**src/rtl/szs_pkg.sv**
```systemverilog
// ----------------------------------------------------------------------------
// szs_pkg
// Shared codes, field widths and types of the 7z streams-info header parser.
// ----------------------------------------------------------------------------
package szs_pkg;

   // parse phase codes
   localparam logic [5:0] PH_FIRST       = 6'd0;
   localparam logic [5:0] PH_PACK_ID     = 6'd1;
   localparam logic [5:0] PH_PACK_POS    = 6'd2;
   localparam logic [5:0] PH_NUM_PACK    = 6'd3;
   localparam logic [5:0] PH_PACK_PROP   = 6'd4;
   localparam logic [5:0] PH_PACK_SIZE   = 6'd5;
   localparam logic [5:0] PH_SKIP_LEN    = 6'd6;
   localparam logic [5:0] PH_SKIPPING    = 6'd7;
   localparam logic [5:0] PH_UNPACK_ID   = 6'd8;
   localparam logic [5:0] PH_UNPACK_PROP = 6'd9;
   localparam logic [5:0] PH_NUM_FOLDERS = 6'd10;
   localparam logic [5:0] PH_EXTERNAL    = 6'd11;
   localparam logic [5:0] PH_NUM_CODERS  = 6'd12;
   localparam logic [5:0] PH_CODER_MAIN  = 6'd13;
   localparam logic [5:0] PH_CODER_IN    = 6'd14;
   localparam logic [5:0] PH_CODER_OUT   = 6'd15;
   localparam logic [5:0] PH_PROPS_SIZE  = 6'd16;
   localparam logic [5:0] PH_BOND_IN     = 6'd17;
   localparam logic [5:0] PH_BOND_OUT    = 6'd18;
   localparam logic [5:0] PH_PACK_INDEX  = 6'd19;
   localparam logic [5:0] PH_CODER_SIZE  = 6'd20;
   localparam logic [5:0] PH_DIGEST_ALL  = 6'd21;
   localparam logic [5:0] PH_DIGEST_BITS = 6'd22;
   localparam logic [5:0] PH_CRC         = 6'd23;
   localparam logic [5:0] PH_DONE        = 6'd24;
   // return actions after a skip
   localparam logic [5:0] ACT_AFTER_ID   = 6'd40;
   localparam logic [5:0] ACT_CODER_NEXT = 6'd41;

   // section flag bit positions
   localparam int SF_PACK_SIZES  = 0;
   localparam int SF_FOLDER      = 1;
   localparam int SF_CODER_SIZES = 2;
   localparam int SF_CRC         = 3;

   // property ids
   localparam logic [63:0] ID_PACK_INFO   = 64'h06;
   localparam logic [63:0] ID_UNPACK_INFO = 64'h07;
   localparam logic [63:0] ID_SIZE        = 64'h09;
   localparam logic [63:0] ID_CRC         = 64'h0A;
   localparam logic [63:0] ID_FOLDER      = 64'h0B;
   localparam logic [63:0] ID_CODER_SIZE  = 64'h0C;
   localparam logic [63:0] ID_END         = 64'h00;

   localparam logic [63:0] LIMIT32 = 64'h7FFF_FFFF;

   // result kinds
   localparam logic [1:0] KIND_SUMMARY = 2'd0;
   localparam logic [1:0] KIND_PACK_POS = 2'd1;
   localparam logic [1:0] KIND_PACK_SIZE = 2'd2;
   localparam logic [1:0] KIND_CODER_SIZE = 2'd3;

   // record snapshot handed from parser to emitter
   typedef struct packed {
      logic        ok;
      logic [63:0] pack_position;
      logic [5:0]  pack_num;
      logic [3:0]  coder_num;
      logic [2:0]  main_coder;
      logic [15:0] folder_start;
      logic [15:0] folder_length;
      logic [31:0] folder_crc;
      logic        crc_present;
   } summary_type;

endpackage

```
**src/rtl/szs_byte_queue.sv**
```systemverilog
// ----------------------------------------------------------------------------
// szs_byte_queue
// Two-entry queue of record bytes between the input port and the parser.
// ----------------------------------------------------------------------------
module szs_byte_queue import szs_pkg::*; (
   input  logic       clock,
   input  logic       reset,
   input  logic       in_valid,
   output logic       in_ready,
   input  logic [7:0] in_byte,
   input  logic       in_last,
   output logic       out_valid,
   input  logic       out_ready,
   output logic [7:0] out_byte,
   output logic       out_last
);

   logic [7:0] data_ff [2];
   logic       last_ff [2];
   logic       wptr_ff, wptr_in;
   logic       rptr_ff, rptr_in;
   logic [1:0] count_ff, count_in;
   logic       push, pop;

   // handshake on both sides
   assign in_ready  = (count_ff != 2'd2);
   assign out_valid = (count_ff != 2'd0);
   assign push      = in_valid && in_ready;
   assign pop       = out_valid && out_ready;
   assign out_byte  = data_ff[rptr_ff];
   assign out_last  = last_ff[rptr_ff];

   // pointer and fill update
   always_comb begin
      wptr_in  = push ? ~wptr_ff : wptr_ff;
      rptr_in  = pop ? ~rptr_ff : rptr_ff;
      count_in = count_ff + {1'b0, push} - {1'b0, pop};
   end

   always_ff @(posedge clock) begin
      if (reset) begin
         wptr_ff  <= 1'b0;
         rptr_ff  <= 1'b0;
         count_ff <= 2'd0;
      end else begin
         wptr_ff  <= wptr_in;
         rptr_ff  <= rptr_in;
         count_ff <= count_in;
      end
   end

   // storage
   always_ff @(posedge clock) begin
      if (push) begin
         data_ff[wptr_ff] <= in_byte;
         last_ff[wptr_ff] <= in_last;
      end
   end

endmodule

```
**src/rtl/szs_parser.sv**
```systemverilog
// ----------------------------------------------------------------------------
// szs_parser
// Byte-at-a-time parser of PackInfo and UnpackInfo, one byte per cycle while the emitter is idle.
// ----------------------------------------------------------------------------
module szs_parser import szs_pkg::*; #(
   parameter int MAX_STREAMS      = 8,
   parameter int MAX_CODERS       = 4,
   parameter int RECORD_BYTES_MAX = 65536,
   localparam int SIW = (MAX_STREAMS > 1) ? $clog2(MAX_STREAMS) : 1,
   localparam int CIW = (MAX_CODERS > 1) ? $clog2(MAX_CODERS) : 1
) (
   input  logic              clock,
   input  logic              reset,
   input  logic              in_valid,
   output logic              in_ready,
   input  logic [7:0]        in_byte,
   input  logic              in_last,
   input  logic              emit_busy,
   output logic              start,
   output summary_type       summary,
   input  logic [SIW-1:0]    pack_rd_idx,
   output logic [63:0]       pack_rd_data,
   input  logic [CIW-1:0]    coder_rd_idx,
   output logic [63:0]       coder_rd_data
);

   localparam int SCW  = $clog2(MAX_STREAMS + 1);
   localparam int CCW  = $clog2(MAX_CODERS + 1);
   localparam int LM1  = (MAX_STREAMS > MAX_CODERS) ? MAX_STREAMS : MAX_CODERS;
   localparam int LM2  = (LM1 > 4) ? LM1 : 4;
   localparam int LW   = $clog2(LM2 + 1);
   localparam int OW   = $clog2(RECORD_BYTES_MAX + 2);
   localparam int SUW  = 2 ** SIW;
   localparam int CUW  = 2 ** CIW;

   logic [5:0]     phase_ff, phase_in;
   logic [63:0]    acc_ff, acc_in;
   logic [7:0]     lead_ff, lead_in;
   logic [3:0]     cnt_ff, cnt_in;
   logic [3:0]     need_ff, need_in;
   logic           active_ff, active_in;
   logic [63:0]    skip_ff, skip_in;
   logic [5:0]     ret_ff, ret_in;
   logic [OW-1:0]  offset_ff, offset_in;
   logic [63:0]    ppos_ff, ppos_in;
   logic [63:0]    ptotal_ff, ptotal_in;
   logic [LW-1:0]  loop_ff, loop_in;
   logic [7:0]     flags_ff, flags_in;
   logic [SCW-1:0] stotal_ff, stotal_in;
   logic [30:0]    inputs_ff, inputs_in;
   logic [SCW-1:0] pcount_ff, pcount_in;
   logic [CCW-1:0] ccount_ff, ccount_in;
   logic [CIW-1:0] main_ff, main_in;
   logic [CUW-1:0] cused_ff, cused_in;
   logic [SUW-1:0] sused_ff, sused_in;
   logic [3:0]     sect_ff, sect_in;
   logic [31:0]    crc_ff, crc_in;
   logic           rej_ff, rej_in;
   logic [15:0]    fstart_ff, fstart_in;
   logic [15:0]    flen_ff, flen_in;

   logic [63:0]    pack_sizes_ff  [MAX_STREAMS];
   logic [63:0]    coder_sizes_ff [MAX_CODERS];

   logic           take;
   logic           ps_we, cs_we;
   logic [SIW-1:0] ps_idx;
   logic [CIW-1:0] cs_idx;
   logic [63:0]    wr_data;

   assign in_ready      = !emit_busy;
   assign take          = in_valid && in_ready;
   assign start         = take && in_last;
   assign pack_rd_data  = pack_sizes_ff[pack_rd_idx];
   assign coder_rd_data = coder_sizes_ff[coder_rd_idx];

   // next state of the parse for the byte taken this cycle
   always_comb begin
      logic        is_num, done, run, skip_req, do_enter, do_add, do_next;
      logic        do_pis, do_ff, found;
      logic [3:0]  nlead;
      logic [63:0] v, skip_n;
      logic [5:0]  skip_r, ecode;
      logic [64:0] t;
      logic [CCW-1:0] bonds;

      phase_in = phase_ff; acc_in = acc_ff; lead_in = lead_ff; cnt_in = cnt_ff;
      need_in = need_ff; active_in = active_ff; skip_in = skip_ff; ret_in = ret_ff;
      offset_in = offset_ff; ppos_in = ppos_ff; ptotal_in = ptotal_ff;
      loop_in = loop_ff; flags_in = flags_ff; stotal_in = stotal_ff;
      inputs_in = inputs_ff; pcount_in = pcount_ff; ccount_in = ccount_ff;
      main_in = main_ff; cused_in = cused_ff; sused_in = sused_ff; sect_in = sect_ff;
      crc_in = crc_ff; rej_in = rej_ff; fstart_in = fstart_ff; flen_in = flen_ff;
      ps_we = 1'b0; cs_we = 1'b0; ps_idx = loop_ff[SIW-1:0]; cs_idx = loop_ff[CIW-1:0];
      is_num = 1'b0; done = 1'b0; run = 1'b1; nlead = 4'd0; v = 64'd0;
      skip_req = 1'b0; skip_n = 64'd0; skip_r = PH_FIRST; do_enter = 1'b0;
      ecode = PH_FIRST; do_add = 1'b0; do_next = 1'b0; do_pis = 1'b0; do_ff = 1'b0;
      found = 1'b0; t = 65'd0; bonds = '0;
      wr_data = acc_in;

      if (take && !rej_ff) begin
         if (offset_ff >= OW'(RECORD_BYTES_MAX)) begin
            rej_in = 1'b1;
         end else begin
            // byte-level phases
            case (phase_ff)
               PH_FIRST: phase_in = PH_PACK_ID;
               PH_SKIPPING: begin
                  skip_in = skip_ff - 64'd1;
                  if (skip_in == 64'd0) begin
                     do_enter = 1'b1;
                     ecode    = ret_ff;
                  end
               end
               PH_EXTERNAL: begin
                  if (in_byte != 8'd0) begin
                     rej_in = 1'b1;
                  end else begin
                     fstart_in = 16'(offset_ff) + 16'd1;
                     phase_in  = PH_NUM_CODERS;
                  end
               end
               PH_CODER_MAIN: begin
                  if ((in_byte & 8'hC0) != 8'd0 || in_byte[3:0] > 4'd8) begin
                     rej_in = 1'b1;
                  end else begin
                     flags_in = in_byte;
                     skip_req = 1'b1;
                     skip_n   = 64'(in_byte[3:0]);
                     skip_r   = ACT_AFTER_ID;
                  end
               end
               PH_DIGEST_ALL: begin
                  if (in_byte != 8'd0) begin
                     crc_in = 32'd0; loop_in = '0; phase_in = PH_CRC;
                  end else begin
                     phase_in = PH_DIGEST_BITS;
                  end
               end
               PH_DIGEST_BITS: begin
                  if (in_byte[7]) begin
                     crc_in = 32'd0; loop_in = '0; phase_in = PH_CRC;
                  end else begin
                     phase_in = PH_UNPACK_PROP;
                  end
               end
               PH_CRC: begin
                  crc_in  = crc_ff | (32'(in_byte) << {loop_ff[1:0], 3'b000});
                  loop_in = loop_ff + LW'(1);
                  if (loop_in >= LW'(4)) begin
                     sect_in[SF_CRC] = 1'b1;
                     phase_in = PH_UNPACK_PROP;
                  end
               end
               PH_DONE: ;
               default: is_num = 1'b1;
            endcase

            // variable-length number decode
            if (is_num) begin
               if (!active_ff) begin
                  for (int i = 0; i < 8; i++) begin
                     if (run && in_byte[7-i]) nlead = nlead + 4'd1;
                     else run = 1'b0;
                  end
                  if (nlead == 4'd0) begin
                     acc_in = 64'(in_byte);
                     done   = 1'b1;
                  end else begin
                     lead_in = in_byte; need_in = nlead; cnt_in = 4'd0;
                     acc_in = 64'd0; active_in = 1'b1;
                  end
               end else begin
                  acc_in = acc_ff | (64'(in_byte) << {cnt_ff[2:0], 3'b000});
                  cnt_in = cnt_ff + 4'd1;
                  if (cnt_in == need_ff) begin
                     if (need_ff < 4'd8)
                        acc_in = acc_in | (64'(lead_ff & (8'hFF >> (need_ff + 4'd1)))
                                           << {need_ff[2:0], 3'b000});
                     active_in = 1'b0;
                     done      = 1'b1;
                  end
               end
               v       = acc_in;
               wr_data = acc_in;
            end

            // act on a complete number
            if (done) begin
               if ((phase_ff == PH_NUM_PACK || phase_ff == PH_NUM_FOLDERS ||
                    phase_ff == PH_NUM_CODERS || phase_ff == PH_CODER_IN ||
                    phase_ff == PH_CODER_OUT || phase_ff == PH_PROPS_SIZE ||
                    phase_ff == PH_BOND_IN || phase_ff == PH_BOND_OUT ||
                    phase_ff == PH_PACK_INDEX) && v >= LIMIT32) begin
                  rej_in = 1'b1;
               end else begin
                  case (phase_ff)
                     PH_PACK_ID: begin
                        if (v != ID_PACK_INFO) rej_in = 1'b1;
                        else phase_in = PH_PACK_POS;
                     end
                     PH_PACK_POS: begin
                        ppos_in  = v;
                        phase_in = PH_NUM_PACK;
                     end
                     PH_NUM_PACK: begin
                        if (v == 64'd0 || v > 64'(MAX_STREAMS)) begin
                           rej_in = 1'b1;
                        end else begin
                           pcount_in = v[SCW-1:0];
                           phase_in  = PH_PACK_PROP;
                        end
                     end
                     PH_PACK_PROP: begin
                        if (v == ID_END) begin
                           if (!sect_ff[SF_PACK_SIZES]) rej_in = 1'b1;
                           else phase_in = PH_UNPACK_ID;
                        end else if (v == ID_SIZE) begin
                           if (sect_ff[SF_PACK_SIZES]) begin
                              rej_in = 1'b1;
                           end else begin
                              loop_in = '0; ptotal_in = 64'd0; phase_in = PH_PACK_SIZE;
                           end
                        end else begin
                           ret_in = PH_PACK_PROP; phase_in = PH_SKIP_LEN;
                        end
                     end
                     PH_PACK_SIZE: begin
                        t = {1'b0, ptotal_ff} + {1'b0, v};
                        if (t[64] || loop_ff >= LW'(MAX_STREAMS)) begin
                           rej_in = 1'b1;
                        end else begin
                           ptotal_in = t[63:0];
                           ps_we     = 1'b1;
                           loop_in   = loop_ff + LW'(1);
                           if (loop_in >= LW'(pcount_ff)) begin
                              sect_in[SF_PACK_SIZES] = 1'b1;
                              phase_in = PH_PACK_PROP;
                           end
                        end
                     end
                     PH_SKIP_LEN: begin
                        skip_req = 1'b1; skip_n = v; skip_r = ret_ff;
                     end
                     PH_UNPACK_ID: begin
                        if (v != ID_UNPACK_INFO) rej_in = 1'b1;
                        else phase_in = PH_UNPACK_PROP;
                     end
                     PH_UNPACK_PROP: begin
                        if (v == ID_END) begin
                           if (!sect_ff[SF_FOLDER] || !sect_ff[SF_CODER_SIZES]) rej_in = 1'b1;
                           else phase_in = PH_DONE;
                        end else if (v == ID_FOLDER) begin
                           if (sect_ff[SF_FOLDER]) rej_in = 1'b1;
                           else phase_in = PH_NUM_FOLDERS;
                        end else if (v == ID_CODER_SIZE) begin
                           if (!sect_ff[SF_FOLDER] || sect_ff[SF_CODER_SIZES]) begin
                              rej_in = 1'b1;
                           end else begin
                              loop_in = '0; phase_in = PH_CODER_SIZE;
                           end
                        end else if (v == ID_CRC) begin
                           if (sect_ff[SF_CRC]) rej_in = 1'b1;
                           else phase_in = PH_DIGEST_ALL;
                        end else begin
                           ret_in = PH_UNPACK_PROP; phase_in = PH_SKIP_LEN;
                        end
                     end
                     PH_NUM_FOLDERS: begin
                        if (v != 64'd1) rej_in = 1'b1;
                        else phase_in = PH_EXTERNAL;
                     end
                     PH_NUM_CODERS: begin
                        if (v == 64'd0 || v > 64'(MAX_CODERS)) begin
                           rej_in = 1'b1;
                        end else begin
                           ccount_in = v[CCW-1:0]; loop_in = '0; stotal_in = '0;
                           phase_in  = PH_CODER_MAIN;
                        end
                     end
                     PH_CODER_IN: begin
                        inputs_in = v[30:0];
                        phase_in  = PH_CODER_OUT;
                     end
                     PH_CODER_OUT: begin
                        if (v != 64'd1) rej_in = 1'b1;
                        else do_add = 1'b1;
                     end
                     PH_PROPS_SIZE: begin
                        skip_req = 1'b1; skip_n = v; skip_r = ACT_CODER_NEXT;
                     end
                     PH_BOND_IN: begin
                        if (v >= 64'(stotal_ff) || sused_ff[v[SIW-1:0]]) begin
                           rej_in = 1'b1;
                        end else begin
                           sused_in[v[SIW-1:0]] = 1'b1;
                           phase_in = PH_BOND_OUT;
                        end
                     end
                     PH_BOND_OUT: begin
                        if (v >= 64'(ccount_ff) || cused_ff[v[CIW-1:0]]) begin
                           rej_in = 1'b1;
                        end else begin
                           cused_in[v[CIW-1:0]] = 1'b1;
                           loop_in = loop_ff + LW'(1);
                           if (loop_in < LW'(ccount_ff) - LW'(1)) phase_in = PH_BOND_IN;
                           else do_pis = 1'b1;
                        end
                     end
                     PH_PACK_INDEX: begin
                        if (v >= 64'(stotal_ff) || sused_ff[v[SIW-1:0]]) begin
                           rej_in = 1'b1;
                        end else begin
                           sused_in[v[SIW-1:0]] = 1'b1;
                           loop_in = loop_ff + LW'(1);
                           if (loop_in >= LW'(pcount_ff)) do_ff = 1'b1;
                        end
                     end
                     PH_CODER_SIZE: begin
                        if (loop_ff >= LW'(MAX_CODERS)) begin
                           rej_in = 1'b1;
                        end else begin
                           cs_we   = 1'b1;
                           loop_in = loop_ff + LW'(1);
                           if (loop_in >= LW'(ccount_ff)) begin
                              sect_in[SF_CODER_SIZES] = 1'b1;
                              phase_in = PH_UNPACK_PROP;
                           end
                        end
                     end
                     default: rej_in = 1'b1;
                  endcase
               end
            end

            // start a skip, or go straight on when its length is zero
            if (skip_req) begin
               if (skip_n == 64'd0) begin
                  do_enter = 1'b1; ecode = skip_r;
               end else begin
                  skip_in = skip_n; ret_in = skip_r; phase_in = PH_SKIPPING;
               end
            end

            // return action of a finished skip
            if (do_enter) begin
               case (ecode)
                  ACT_AFTER_ID: begin
                     if (flags_in[4]) phase_in = PH_CODER_IN;
                     else begin
                        inputs_in = 31'd1; do_add = 1'b1;
                     end
                  end
                  ACT_CODER_NEXT: do_next = 1'b1;
                  default: phase_in = ecode;
               endcase
            end

            // count the coder's input streams
            if (do_add) begin
               if (stotal_in >= SCW'(MAX_STREAMS) ||
                   32'(inputs_in) > 32'(MAX_STREAMS) - 32'(stotal_in)) begin
                  rej_in = 1'b1;
               end else begin
                  stotal_in = stotal_in + inputs_in[SCW-1:0];
                  if (flags_in[5]) phase_in = PH_PROPS_SIZE;
                  else do_next = 1'b1;
               end
            end

            // next coder, or check the stream balance
            if (do_next) begin
               loop_in = loop_in + LW'(1);
               if (loop_in < LW'(ccount_in)) begin
                  phase_in = PH_CODER_MAIN;
               end else begin
                  bonds = ccount_in - CCW'(1);
                  if (8'(stotal_in) < 8'(bonds) ||
                      8'(stotal_in) - 8'(bonds) != 8'(pcount_in)) begin
                     rej_in = 1'b1;
                  end else begin
                     cused_in = '0; sused_in = '0; loop_in = '0;
                     if (bonds != '0) phase_in = PH_BOND_IN;
                     else do_pis = 1'b1;
                  end
               end
            end

            // pack stream indices only when more than one stream
            if (do_pis) begin
               if (pcount_in != SCW'(1)) begin
                  loop_in = '0; phase_in = PH_PACK_INDEX;
               end else begin
                  do_ff = 1'b1;
               end
            end

            // close the folder: first coder with no bond is the main one
            if (do_ff) begin
               for (int i = 0; i < MAX_CODERS; i++) begin
                  if (!found && CCW'(i) < ccount_in && !cused_in[i]) begin
                     found   = 1'b1;
                     main_in = CIW'(i);
                  end
               end
               if (!found) begin
                  rej_in = 1'b1;
               end else begin
                  flen_in  = 16'(offset_ff) + 16'd1 - fstart_in;
                  sect_in[SF_FOLDER] = 1'b1;
                  phase_in = PH_UNPACK_PROP;
               end
            end
         end
      end

      // byte offset saturates just past the record limit
      if (take && offset_ff <= OW'(RECORD_BYTES_MAX))
         offset_in = offset_ff + OW'(1);
   end

   // snapshot for the emitter at the last byte
   always_comb begin
      summary               = '0;
      summary.ok            = !rej_in && (phase_in == PH_DONE);
      summary.pack_position = ppos_in;
      summary.pack_num      = 6'(pcount_in);
      summary.coder_num     = 4'(ccount_in);
      summary.main_coder    = 3'(main_in);
      summary.folder_start  = fstart_in;
      summary.folder_length = flen_in;
      summary.crc_present   = sect_in[SF_CRC];
      summary.folder_crc    = sect_in[SF_CRC] ? crc_in : 32'd0;
   end

   // parse state, cleared at reset and after each record
   always_ff @(posedge clock) begin
      if (reset || start) begin
         phase_ff <= PH_FIRST; acc_ff <= '0; lead_ff <= '0; cnt_ff <= '0;
         need_ff <= '0; active_ff <= 1'b0; skip_ff <= '0; ret_ff <= PH_FIRST;
         offset_ff <= '0; ppos_ff <= '0; ptotal_ff <= '0; loop_ff <= '0;
         flags_ff <= '0; stotal_ff <= '0; inputs_ff <= '0; pcount_ff <= '0;
         ccount_ff <= '0; main_ff <= '0; cused_ff <= '0; sused_ff <= '0;
         sect_ff <= '0; crc_ff <= '0; rej_ff <= 1'b0; fstart_ff <= '0; flen_ff <= '0;
      end else begin
         phase_ff <= phase_in; acc_ff <= acc_in; lead_ff <= lead_in; cnt_ff <= cnt_in;
         need_ff <= need_in; active_ff <= active_in; skip_ff <= skip_in; ret_ff <= ret_in;
         offset_ff <= offset_in; ppos_ff <= ppos_in; ptotal_ff <= ptotal_in;
         loop_ff <= loop_in; flags_ff <= flags_in; stotal_ff <= stotal_in;
         inputs_ff <= inputs_in; pcount_ff <= pcount_in; ccount_ff <= ccount_in;
         main_ff <= main_in; cused_ff <= cused_in; sused_ff <= sused_in;
         sect_ff <= sect_in; crc_ff <= crc_in; rej_ff <= rej_in;
         fstart_ff <= fstart_in; flen_ff <= flen_in;
      end
   end

   // size tables
   always_ff @(posedge clock) begin
      if (ps_we) pack_sizes_ff[ps_idx] <= wr_data;
      if (cs_we) coder_sizes_ff[cs_idx] <= wr_data;
   end

endmodule

```
**src/rtl/szs_emitter.sv**
```systemverilog
// ----------------------------------------------------------------------------
// szs_emitter
// Walks the results of a finished record into the output register.
// ----------------------------------------------------------------------------
module szs_emitter import szs_pkg::*; #(
   parameter int MAX_STREAMS = 8,
   parameter int MAX_CODERS  = 4,
   localparam int SIW = (MAX_STREAMS > 1) ? $clog2(MAX_STREAMS) : 1,
   localparam int CIW = (MAX_CODERS > 1) ? $clog2(MAX_CODERS) : 1
) (
   input  logic           clock,
   input  logic           reset,
   input  logic           start,
   input  summary_type    summary,
   output logic           busy,
   output logic [SIW-1:0] pack_rd_idx,
   input  logic [63:0]    pack_rd_data,
   output logic [CIW-1:0] coder_rd_idx,
   input  logic [63:0]    coder_rd_data,
   output logic           rsp_valid,
   input  logic           rsp_ready,
   output logic [1:0]     rsp_kind,
   output logic [2:0]     rsp_entry_index,
   output logic [63:0]    rsp_value,
   output logic           rsp_status,
   output logic [3:0]     rsp_pack_count,
   output logic [2:0]     rsp_coder_count,
   output logic [1:0]     rsp_main_coder,
   output logic [15:0]    rsp_folder_start,
   output logic [15:0]    rsp_folder_length,
   output logic [31:0]    rsp_folder_crc,
   output logic           rsp_crc_present,
   output logic           rsp_last_result
);

   localparam logic [2:0] E_IDLE  = 3'd0;
   localparam logic [2:0] E_POS   = 3'd1;
   localparam logic [2:0] E_PACK  = 3'd2;
   localparam logic [2:0] E_CODER = 3'd3;
   localparam logic [2:0] E_SUM   = 3'd4;
   localparam logic [2:0] E_REJ   = 3'd5;

   logic [2:0]  state_ff, state_in;
   logic [5:0]  idx_ff, idx_in;
   summary_type sum_ff;
   logic        valid_ff, valid_in;
   logic        load, out_free;
   logic [1:0]  kind_in;
   logic [63:0] value_in;
   logic        status_in, last_in;

   assign busy         = (state_ff != E_IDLE);
   assign out_free     = !valid_ff || rsp_ready;
   assign load         = busy && out_free;
   assign pack_rd_idx  = idx_ff[SIW-1:0];
   assign coder_rd_idx = (state_ff == E_SUM) ? sum_ff.main_coder[CIW-1:0]
                                             : idx_ff[CIW-1:0];
   assign rsp_valid    = valid_ff;

   // result sequence
   always_comb begin
      state_in  = state_ff;
      idx_in    = idx_ff;
      kind_in   = KIND_SUMMARY;
      value_in  = 64'd0;
      status_in = 1'b0;
      last_in   = 1'b0;
      valid_in  = valid_ff && !rsp_ready;
      if (start) begin
         state_in = summary.ok ? E_POS : E_REJ;
         idx_in   = 6'd0;
      end else if (load) begin
         valid_in = 1'b1;
         case (state_ff)
            E_POS: begin
               kind_in  = KIND_PACK_POS;
               value_in = sum_ff.pack_position;
               state_in = E_PACK;
            end
            E_PACK: begin
               kind_in  = KIND_PACK_SIZE;
               value_in = pack_rd_data;
               idx_in   = idx_ff + 6'd1;
               if (idx_in >= sum_ff.pack_num) begin
                  idx_in = 6'd0; state_in = E_CODER;
               end
            end
            E_CODER: begin
               kind_in  = KIND_CODER_SIZE;
               value_in = coder_rd_data;
               idx_in   = idx_ff + 6'd1;
               if (idx_in >= 6'(sum_ff.coder_num)) begin
                  idx_in = 6'd0; state_in = E_SUM;
               end
            end
            E_SUM: begin
               kind_in  = KIND_SUMMARY;
               value_in = coder_rd_data;
               last_in  = 1'b1;
               state_in = E_IDLE;
            end
            E_REJ: begin
               status_in = 1'b1;
               last_in   = 1'b1;
               state_in  = E_IDLE;
            end
            default: state_in = E_IDLE;
         endcase
      end
   end

   always_ff @(posedge clock) begin
      if (reset) begin
         state_ff <= E_IDLE;
         idx_ff   <= 6'd0;
         valid_ff <= 1'b0;
      end else begin
         state_ff <= state_in;
         idx_ff   <= idx_in;
         valid_ff <= valid_in;
      end
   end

   // record snapshot and output register
   always_ff @(posedge clock) begin
      if (start) sum_ff <= summary;
      if (load) begin
         rsp_kind          <= kind_in;
         rsp_entry_index   <= (state_ff == E_PACK || state_ff == E_CODER) ? idx_ff[2:0]
                                                                          : 3'd0;
         rsp_value         <= value_in;
         rsp_status        <= status_in;
         rsp_last_result   <= last_in;
         rsp_pack_count    <= status_in ? 4'd0  : sum_ff.pack_num[3:0];
         rsp_coder_count   <= status_in ? 3'd0  : sum_ff.coder_num[2:0];
         rsp_main_coder    <= status_in ? 2'd0  : sum_ff.main_coder[1:0];
         rsp_folder_start  <= status_in ? 16'd0 : sum_ff.folder_start;
         rsp_folder_length <= status_in ? 16'd0 : sum_ff.folder_length;
         rsp_folder_crc    <= status_in ? 32'd0 : sum_ff.folder_crc;
         rsp_crc_present   <= status_in ? 1'b0  : sum_ff.crc_present;
      end
   end

endmodule

```
**src/rtl/sevenz_streams_info_parser.sv**
```systemverilog
// ----------------------------------------------------------------------------
// sevenz_streams_info_parser
// 7z encoded-header streams-info parser: queue, byte parser, result emitter.
// ----------------------------------------------------------------------------
// Record bytes enter a two-entry queue and the parser takes one byte per
// cycle while the emitter is idle, decoding variable-length numbers and
// the PackInfo and UnpackInfo sections as it goes. On the byte marked
// last, the emitter sends the pack position, one pack size per stream,
// one unpack size per coder and a summary (or a single reject result),
// one result per cycle while the output is taken; the parser holds off
// further bytes during that walk. The walk is set by the single read
// port of each size table.
module sevenz_streams_info_parser import szs_pkg::*; #(
   parameter int MAX_STREAMS      = 8,
   parameter int MAX_CODERS       = 4,
   parameter int RECORD_BYTES_MAX = 65536
) (
   input  logic        clock,
   input  logic        reset,
   input  logic        req_valid,
   output logic        req_ready,
   input  logic [7:0]  req_data_byte,
   input  logic        req_last_byte,
   output logic        rsp_valid,
   input  logic        rsp_ready,
   output logic [1:0]  rsp_kind,
   output logic [2:0]  rsp_entry_index,
   output logic [63:0] rsp_value,
   output logic        rsp_status,
   output logic [3:0]  rsp_pack_count,
   output logic [2:0]  rsp_coder_count,
   output logic [1:0]  rsp_main_coder,
   output logic [15:0] rsp_folder_start,
   output logic [15:0] rsp_folder_length,
   output logic [31:0] rsp_folder_crc,
   output logic        rsp_crc_present,
   output logic        rsp_last_result
);

   localparam int SIW = (MAX_STREAMS > 1) ? $clog2(MAX_STREAMS) : 1;
   localparam int CIW = (MAX_CODERS > 1) ? $clog2(MAX_CODERS) : 1;

   logic           q_valid, q_ready, q_last;
   logic [7:0]     q_byte;
   logic           emit_busy, start;
   summary_type    summary;
   logic [SIW-1:0] pack_rd_idx;
   logic [CIW-1:0] coder_rd_idx;
   logic [63:0]    pack_rd_data, coder_rd_data;

   // front: byte queue
   szs_byte_queue u_queue (
      .clock     (clock),
      .reset     (reset),
      .in_valid  (req_valid),
      .in_ready  (req_ready),
      .in_byte   (req_data_byte),
      .in_last   (req_last_byte),
      .out_valid (q_valid),
      .out_ready (q_ready),
      .out_byte  (q_byte),
      .out_last  (q_last)
   );

   // back: parser
   szs_parser #(
      .MAX_STREAMS      (MAX_STREAMS),
      .MAX_CODERS       (MAX_CODERS),
      .RECORD_BYTES_MAX (RECORD_BYTES_MAX)
   ) u_parser (
      .clock         (clock),
      .reset         (reset),
      .in_valid      (q_valid),
      .in_ready      (q_ready),
      .in_byte       (q_byte),
      .in_last       (q_last),
      .emit_busy     (emit_busy),
      .start         (start),
      .summary       (summary),
      .pack_rd_idx   (pack_rd_idx),
      .pack_rd_data  (pack_rd_data),
      .coder_rd_idx  (coder_rd_idx),
      .coder_rd_data (coder_rd_data)
   );

   // result emitter
   szs_emitter #(
      .MAX_STREAMS (MAX_STREAMS),
      .MAX_CODERS  (MAX_CODERS)
   ) u_emitter (
      .clock             (clock),
      .reset             (reset),
      .start             (start),
      .summary           (summary),
      .busy              (emit_busy),
      .pack_rd_idx       (pack_rd_idx),
      .pack_rd_data      (pack_rd_data),
      .coder_rd_idx      (coder_rd_idx),
      .coder_rd_data     (coder_rd_data),
      .rsp_valid         (rsp_valid),
      .rsp_ready         (rsp_ready),
      .rsp_kind          (rsp_kind),
      .rsp_entry_index   (rsp_entry_index),
      .rsp_value         (rsp_value),
      .rsp_status        (rsp_status),
      .rsp_pack_count    (rsp_pack_count),
      .rsp_coder_count   (rsp_coder_count),
      .rsp_main_coder    (rsp_main_coder),
      .rsp_folder_start  (rsp_folder_start),
      .rsp_folder_length (rsp_folder_length),
      .rsp_folder_crc    (rsp_folder_crc),
      .rsp_crc_present   (rsp_crc_present),
      .rsp_last_result   (rsp_last_result)
   );

   // parser never takes a byte during a result walk
   a_no_byte_while_emitting: assert property (@(posedge clock) disable iff (reset)
      emit_busy |-> !(q_valid && q_ready))
      else $error("parser took a byte while results were pending");

   // a record end always starts a result walk
   a_start_walk: assert property (@(posedge clock) disable iff (reset)
      start |=> emit_busy)
      else $error("record end did not start the emitter");

   // a reject is a single final result
   a_reject_last: assert property (@(posedge clock) disable iff (reset)
      (rsp_valid && rsp_status) |-> rsp_last_result)
      else $error("reject result not marked final");

   // in an accepted record only the summary is final
   a_summary_last: assert property (@(posedge clock) disable iff (reset)
      (rsp_valid && !rsp_status) |-> ((rsp_kind == KIND_SUMMARY) == rsp_last_result))
      else $error("summary and final marker disagree");

endmodule
```
**config.mk**
```make
export PLATFORM = sky130hd
export DESIGN_NAME = sevenz_streams_info_parser
export DESIGN_NICKNAME = d
export VERILOG_FILES = /design/src/rtl/szs_pkg.sv /design/src/rtl/szs_byte_queue.sv /design/src/rtl/szs_parser.sv /design/src/rtl/szs_emitter.sv /design/src/rtl/sevenz_streams_info_parser.sv
export SDC_FILE = /design/constraint.sdc
export NUM_CORES = 2
export LEC_CHECK = 0
export ABC_AREA = 1
export BUFFER_PORTS_ARGS = -buffer_cell sky130_fd_sc_hd__buf_2
export CORE_UTILIZATION = 56
export DETAILED_ROUTE_END_ITERATION = 10
export PLACE_DENSITY = 0.72
export SYNTH_ARGS = -nofsm -noshare
export SYNTH_HDL_FRONTEND = slang
export SYNTH_SLANG_ARGS = --single-unit
```
**constraint.sdc**
```tcl
create_clock -name clock -period 28.6 [get_ports clock]
set_input_delay 4.29 -clock clock [delete_from_list [all_inputs] [get_ports clock]]
set_output_delay 4.29 -clock clock [all_outputs]
set_load 0.02 [all_outputs]
```
After elaboration in Yosys (flattened, before gate mapping)
Memory sizes are Yosys's and may differ from the RTL's. A register that Yosys moved wholly into a read port is not among the register bits. Index checks and enable logic that the tools add are counted.

Register bits: 730. Bits in writable memories: 786. Input bits: 13. Output and inout bits: 147. Memories kept: 4.

Memory list: u_parser.pack_sizes_ff (depth 8, bits a word 64, read ports 1, clocked after memory_dff 1, write ports 1, line szs_parser.sv:62) `logic [63:0] pack_sizes_ff [MAX_STREAMS];`; u_parser.coder_sizes_ff (depth 4, bits a word 64, read ports 1, clocked after memory_dff 0, write ports 1, line szs_parser.sv:63) `logic [63:0] coder_sizes_ff [MAX_CODERS];`; u_queue.data_ff (depth 2, bits a word 8, read ports 1, clocked after memory_dff 1, write ports 1, line szs_byte_queue.sv:18) `logic [7:0] data_ff [2];`; u_queue.last_ff (depth 2, bits a word 1, read ports 1, clocked after memory_dff 1, write ports 1, line szs_byte_queue.sv:19) `logic last_ff [2];`.

Add/subtract/negate cells: 24. Order comparisons: 29. Equality and inequality tests: 50. Shift operators: 4. Mux-type cells: 463. Bitwise operators: 14. Reductions and logical operators: 91.

Operator list (count): 64-bit 2-to-1 mux (27); 6-bit 2-to-1 mux (73); 4-bit 2-to-1 mux (94); 64-bit by 4-bit equality test with 1-bit output, second input constant (4); 31-bit 2-to-1 mux (8); 1-bit 2-to-1 mux (196); 64-bit logical NOT (3); 64-bit one-hot mux with 3 select lines (1); 16-bit 2-to-1 mux (10); 32-bit 2-to-1 mux (4); 64-bit by 3-bit != test with 1-bit output, second input constant (2); 64-bit bitwise OR (2); 64-bit one-hot mux with 2 select lines (1); 32-bit one-hot mux with 3 select lines (1); 6-bit one-hot mux with 13 select lines (1); 64-bit by 64-bit adder with 65-bit output (1); 8-bit by 64-bit bitwise AND with 64-bit output (1); 64-bit by 3-bit greater-or-equal comparator with 1-bit output (1); 64-bit by 31-bit greater-or-equal comparator with 1-bit output, second input constant (1); 64-bit by 4-bit greater-or-equal comparator with 1-bit output (1); 64-bit by 3-bit greater-than comparator with 1-bit output, second input constant (1); 64-bit by 4-bit greater-than comparator with 1-bit output, second input constant (1); 8-bit 2-to-1 mux (8); 64-bit by 1-bit != test with 1-bit output, second input constant (1); other kinds (87) (232).

Depth between registers and ports, before layout
Word-level depth: 121. Gate-level depth with buffers: 91.

Modules after synthesis
A second synthesis with hierarchy kept.

Cell total of the unflattened synthesis: 8141. Area total of the unflattened synthesis: 73365.4 um2.

Modules (own cells, without submodules): szs_parser (instances 1, cells each 7247, area an instance 61034.8 um2, sequential area each 31730.4 um2); szs_emitter (instances 1, cells each 829, area an instance 11379.7 um2, sequential area each 8788.4 um2); szs_byte_queue (instances 1, cells each 65, area an instance 950.9 um2, sequential area each 640.6 um2).

Worst setup path before layout
No wires, ideal clock.

Path kind: register to register. From: register u_emitter.state_ff[1]. To: register u_parser.flen_ff[5]. Library setup time: 0.140 ns. Data arrival time: 13.078 ns. Required time: 28.460 ns. Slack: 15.382 ns. Cell stages (with the launch flop): 12. Period minus slack after synthesis: 13.218 ns. Path through: dfxtp_1 > clkbuf_1 > nor2_1 > nand2_1 > a21oi_1 > inv_1 > nor3_1 > nor2_1 > inv_2 > clkbuf_1 > clkbuf_1 > a21oi_1.

Word-level cells in the longest chain between the ends: 5. Elaborated cells on any way between the ends: 7. Classes of those cells: mux: 1; reduce/logical: 6.

Ends and longest elaborated chain: from (decl) (line szs_emitter.sv:43) `logic [2:0] state_ff, state_in;`; from (signal assigned) (line szs_emitter.sv:118) `state_ff <= state_in;`; 3-bit nonzero test (line szs_emitter.sv:52) `assign busy = (state_ff != E_IDLE);`; 1-bit logical NOT (line szs_parser.sv:71) `assign in_ready = !emit_busy;`; 1-bit logical AND (line szs_parser.sv:72) `assign take = in_valid && in_ready;`; named net u_parser.take (line szs_parser.sv:65) `logic take;`; 1-bit logical AND (line szs_parser.sv:73) `assign start = take && in_last;`; named net start (line sevenz_streams_info_parser.sv:45) `logic emit_busy, start;`; 1-bit logical OR (line szs_parser.sv:438) `if (reset || start) begin`; to (signal assigned) (line szs_parser.sv:453) `fstart_ff <= fstart_in; flen_ff <= flen_in;`; to (decl) (line szs_parser.sv:60) `logic [15:0] flen_ff, flen_in;`.

The timed path passes the listed nets, and every way through them passes these cells. A chain may end at the register's enable or synchronous reset.

==> flow_results.org <==
** Power
- Max VDD drop :: 65.9 µV
- For this design the static power due to leakage is 31.8 nW.
- Clock power frac :: a little over a quarter
- In this run the power density over the cells is 94.0 mW/mm².
- The share of total power dissipated in sequential elements is 37.4%.
- Fraction of power spent switching nets :: about two fifths
- Combinational cells account for 35.3% of the total power.
- Power dissipated by switching net loads :: 3.01 mW
- Internal power comes to 4.61 mW.

** Drt
- In the routed design, unresolved DRC markers number 0.
- Violation count after the first detailed-route iteration :: 8290
- DR pass1 iterations :: 6
- For this block, the routed nets add up to approximately 250000 µm of wire.
- The routed layout has about 60000 vias.
- Using the TritonRoute via totals, the vias-per-cell ratio works out to 6.12.
- Number of nets with antenna violations after routing :: 0
- Average wire length per cell after detail routing :: 24.6 µm

** Yosys
- Summing the areas of all and, or, nand and nor instances in the mapped netlist gives 18.3% of the synthesized area.
- The number of nets in the synthesized netlist is 8317.
- Avg Inst Size Synth :: 9.03 µm²
- Total of flip-flops plus latches after synthesis :: 1520
- Of all flip-flops after synthesis, the portion carrying an async set or reset was 0%.
- edfxtp_1 takes more of the synthesized area than any other cell.
- The synthesized netlist contains 75 unique library cells.
- The synthesized design contains 1069 enable-type register cells.
- Leading cell types by total area after synthesis :: edfxtp_1 44%, dfxtp_1 12%, nand2_1 6.9%, nor2_1 6.5%, o21ai_0 5.2%
- The synthesized design devotes to its leading area cell type 43.7% of total area.
- Of the post-synthesis cell area, the part taken by muxes is 0.0682%.
- After synthesis the cells add up to 0.0734 mm².
- The most common cell in the synthesized netlist is nand2_1.
- Adder-cell share of the synthesized area :: 2.95%
- Post-synthesis cell count :: between 8000 and 9000
- Of the total synthesized cell area, the portion taken by XOR and XNOR cells is around 1.2%.
- Most used standard cells in the synthesized netlist :: 1349 x nand2_1, 1265 x nor2_1, 1069 x edfxtp_1
- Summing the areas of all compound-gate instances in the mapped netlist gives between 10% and 20% of the synthesized area.
- Largest family of logic cells by synthesized area :: simple AND/OR/NAND/NOR gates
- Of the synthesized area, sequential elements account for 56.0%.
- The most used flip-flop cell after synthesis is edfxtp_1.
- Yosys warnings :: 0

** Die
- In this run the vertical extent of the chip is between 300 and 400 µm.
- Starting Density :: 56.6%
- Total Die Area :: 0.133 mm²
- The total area inside the core boundary comes to 0.130 mm².
- From left edge to right edge, the die measures 364 µm.
- Number of I/O pins :: 160
- Number of placement rows :: 132

** Worst hold path
- For hold timing, the worst endpoint is u_parser.inputs_ff[5].
- Hold Path Origin :: u_parser.inputs_ff[5]
- Worst min path class :: reg -> reg
- Cell depth of the worst hold path :: 2

** CTS
- CTS placed an instance of clkbuf_16 at the clock tree root.
- Maximum level of the CTS H-tree :: 4
- Insertion delay to the later sink of the worst-skew pair :: 0.82 ns
- After clock tree synthesis, the clock-pin slew on the worst setup and hold paths is 0.06 ns.
- Buffers added to address setup during post-CTS repair amount to 0.
- TritonCTS Sinks :: 1520
- Counting along the longest clock path gives a buffer depth of 3.
- Once the clock tree was built, the resizer swapped 0 gates to a different size.
- Clock tree from TritonCTS :: yes
- For this design, the CTS-stage hold fixing added 0 buffers.
- The number of clock buffers added by TritonCTS is 156.

** Worst setup path
- Setup slack, reg-to-reg :: 13.74 ns
- Stage delay of the slowest cell on the critical path :: around 0.68 ns
- Category of the most critical setup path :: reg -> reg
- The cell that appears most often on the critical path is nand2_1.
- The worst register-to-register path has a depth of 79.
- Cell with the biggest individual delay on the critical path :: dfxtp_1
- STA classifies the critical path startpoint as a flip-flop.
- Data required time of the critical path :: 29.16 ns
- Destination of the worst register-to-register timing path :: u_emitter.sum_ff[43]
- Data arrives at the worst endpoint at between 15 and 20 ns.
- CP endpoint kind :: flip-flop
- In this run the worst path has a maximum fanout of 62.

** Layout
- # nets final :: 8343
- Area growth from synthesis to layout :: 10.5%
- Of the cells placed in the final design, the portion with a size suffix greater than 1 is 8.20%.
- After the flow finishes, the layout carries non-filler instances totaling 10000.

** Timing
- Clock Skews :: 0.0478 ns
- Adding up every negative setup slack in the final design gives 0 ns.
- Final Hold Violating Endpoints :: 0
- At the pin with the least slew margin, the transition time is 1.30 ns.
- Number of setup violations in the final report :: 0
- After layout, the minimum clock period comes to around 15 ns.
- Fin crit share :: 51.9%
- Once routing completed, OpenROAD measured the worst setup slack at 13.74 ns.
- Number of pins exceeding their max-slew limit in the final report :: 0
- Based on the critical path, the design can be clocked at up to 0.0673 GHz.
- Measured against its own limit, the worst slew margin works out to 13.3%.
- RSZ-0062 raised after global routing :: false

** Global routing
- Global-route wire length before repair :: 362000 µm
- The via count of the first global-routing pass came to 57600.
- Congestion Overflow GR :: 0
- Entering global routing, the biggest net connects 160 pins.
- The number of antenna violations at the first check in global routing is 8.
- Across every metal layer, demand over resource in global routing totals 36.7%.

** Placement
- Routability-driven placement finished with a final weighted congestion of about 1.
- OpenSTA, run right after detailed placement, puts the worst setup slack at 13.98 ns.
- After detailed placement, the design holds a cell count of 9743.
- Detail Placement HPWL :: 165000 µm
- The count of buffers added on input and output ports is 159.

** Run
- The tool flagged a number of max-cap violations equal to 0.

** Status
- Result of the run :: finished, final reports clean
critical path: cells and delay by family (launching register included):
family	cells	cell delay, ns
XOR/XNOR	2	0.34
AO/OA/AOI/OAI	12	2.42
flip-flops	1	0.68
AND/OR/NAND/NOR	45	6.54
adder cells (fa/ha/maj)	8	2.27
buffers and inverters	12	2.26
state kept, by name, summed over array words and instances, names as in the netlist, 17 cells and up, named ones only:
name	flops
u_parser.inputs_ff	31
u_parser.crc_ff	32
u_parser.ppos_ff	64
u_parser.skip_ff	64
u_parser.acc_ff	64
u_emitter.sum_ff	138
u_emitter.rsp_value	64
u_parser.pack_sizes_ff	512
u_parser.offset_ff	17
u_parser.coder_sizes_ff	256
u_parser.ptotal_ff	64
u_emitter.rsp_folder_crc	32
cell usage in the layout, fill, tap and decap left out, types with 58 or more instances in the layout:
| cell | synthesis | final |
|---|---|---|
| inv_1 | 748 | 742 |
| buf_4 | 7 | 111 |
| nand3_1 | 255 | 254 |
| edfxtp_1 | 1069 | 1069 |
| o21ai_0 | 758 | 755 |
| o211ai_1 | 141 | 141 |
| xor2_1 | 87 | 87 |
| nand2_1 | 1349 | 1348 |
| o32ai_1 | 64 | 64 |
| o221ai_1 | 58 | 58 |
| nand4_1 | 83 | 83 |
| nor3_1 | 113 | 99 |
| dfxtp_1 | 451 | 448 |
| o22ai_1 | 86 | 86 |
| buf_2 | 12 | 159 |
| nor2_1 | 1265 | 1255 |
| ha_1 | 167 | 167 |
| a21oi_1 | 525 | 525 |
| clkbuf_16 | 0 | 159 |
per-layer routing:
layer | up-vias | share of wire (%) | track usage (%)
li1 | 28100 | - | -
met1 | 29300 | 40 | 49.6
met2 | 3404 | 45 | 57.5
met3 | 566 | 10 | 7.46
met4 | 4 | 4.6 | 15.8
met5 | - | 0.013 | 0
power groups by stage:
stage               clock network, mW  registers (mW)  logic, mW
floorplan                           0            3.01       1.67
global route                     2.17            2.88       2.93
finish                           2.08            2.86       2.69
CTS                              2.09            2.85       2.64
global placement                    0            2.89       2.60
detailed placement                  0            2.90       2.63
worst max-delay path by stage:
stage | depth (start not counted) | endpoint | slack (ns) | startpoint
after detailed placement | 79 | u_parser.flen_ff[1] | 13.98 | flip-flop
after floorplan | 11 | u_parser.flen_ff[5] | 15.38 | u_emitter.state_ff[1]
after global placement | 79 | u_emitter.sum_ff[33] | 14.34 | flip-flop
after global routing | 77 | u_parser.flen_ff[1] | 12.59 | flip-flop
final | 79 | u_emitter.sum_ff[43] | 13.74 | flip-flop
after CTS | 79 | u_parser.flen_ff[1] | 13.96 | flip-flop
cell type report:
| type | count | area [µm²] |
|---|---|---|
| repair buffers | 273 | 1690 |
| inverters | 782 | 2960 |
| fillers | 11000 | 48700 |
| well taps | 1742 | 2180 |
| diodes | 3 | 7.51 |
| clock inverters | 72 | 861 |
| multi-input cells | 5426 | 27900 |
| flip-flops and latches | 1520 | 41100 |
| clock buffers | 221 | 4330 |
cell families (layout without fill, tap and decap cells):
group	Yosys count	count (layout)
xor+xnor	102	102
fa+ha+maj	171	171
buf+inv	1187	1348
flops	1520	1520
mux	5	5
other cells	0	3
compound gates	1908	1908
simple gates	3240	3240
stage by stage:
stage | total power, mW | hold slack (ns) | area, µm² | util (%)
5_1_grt | 7.98 | 0.476 | 81100 | 62.5
3_3_place_gp | 5.49 | 0.438 | 75900 | 58.5
2_1_floorplan | 4.68 | 0.425 | 73400 | -
4_1_cts | 7.59 | 0.461 | 81100 | 62.5
3_5_place_dp | 5.53 | 0.451 | 75900 | 58.5
6_report | 7.63 | 0.458 | 81100 | 62.5
Note: power is estimated with default switching activity, not from simulation.
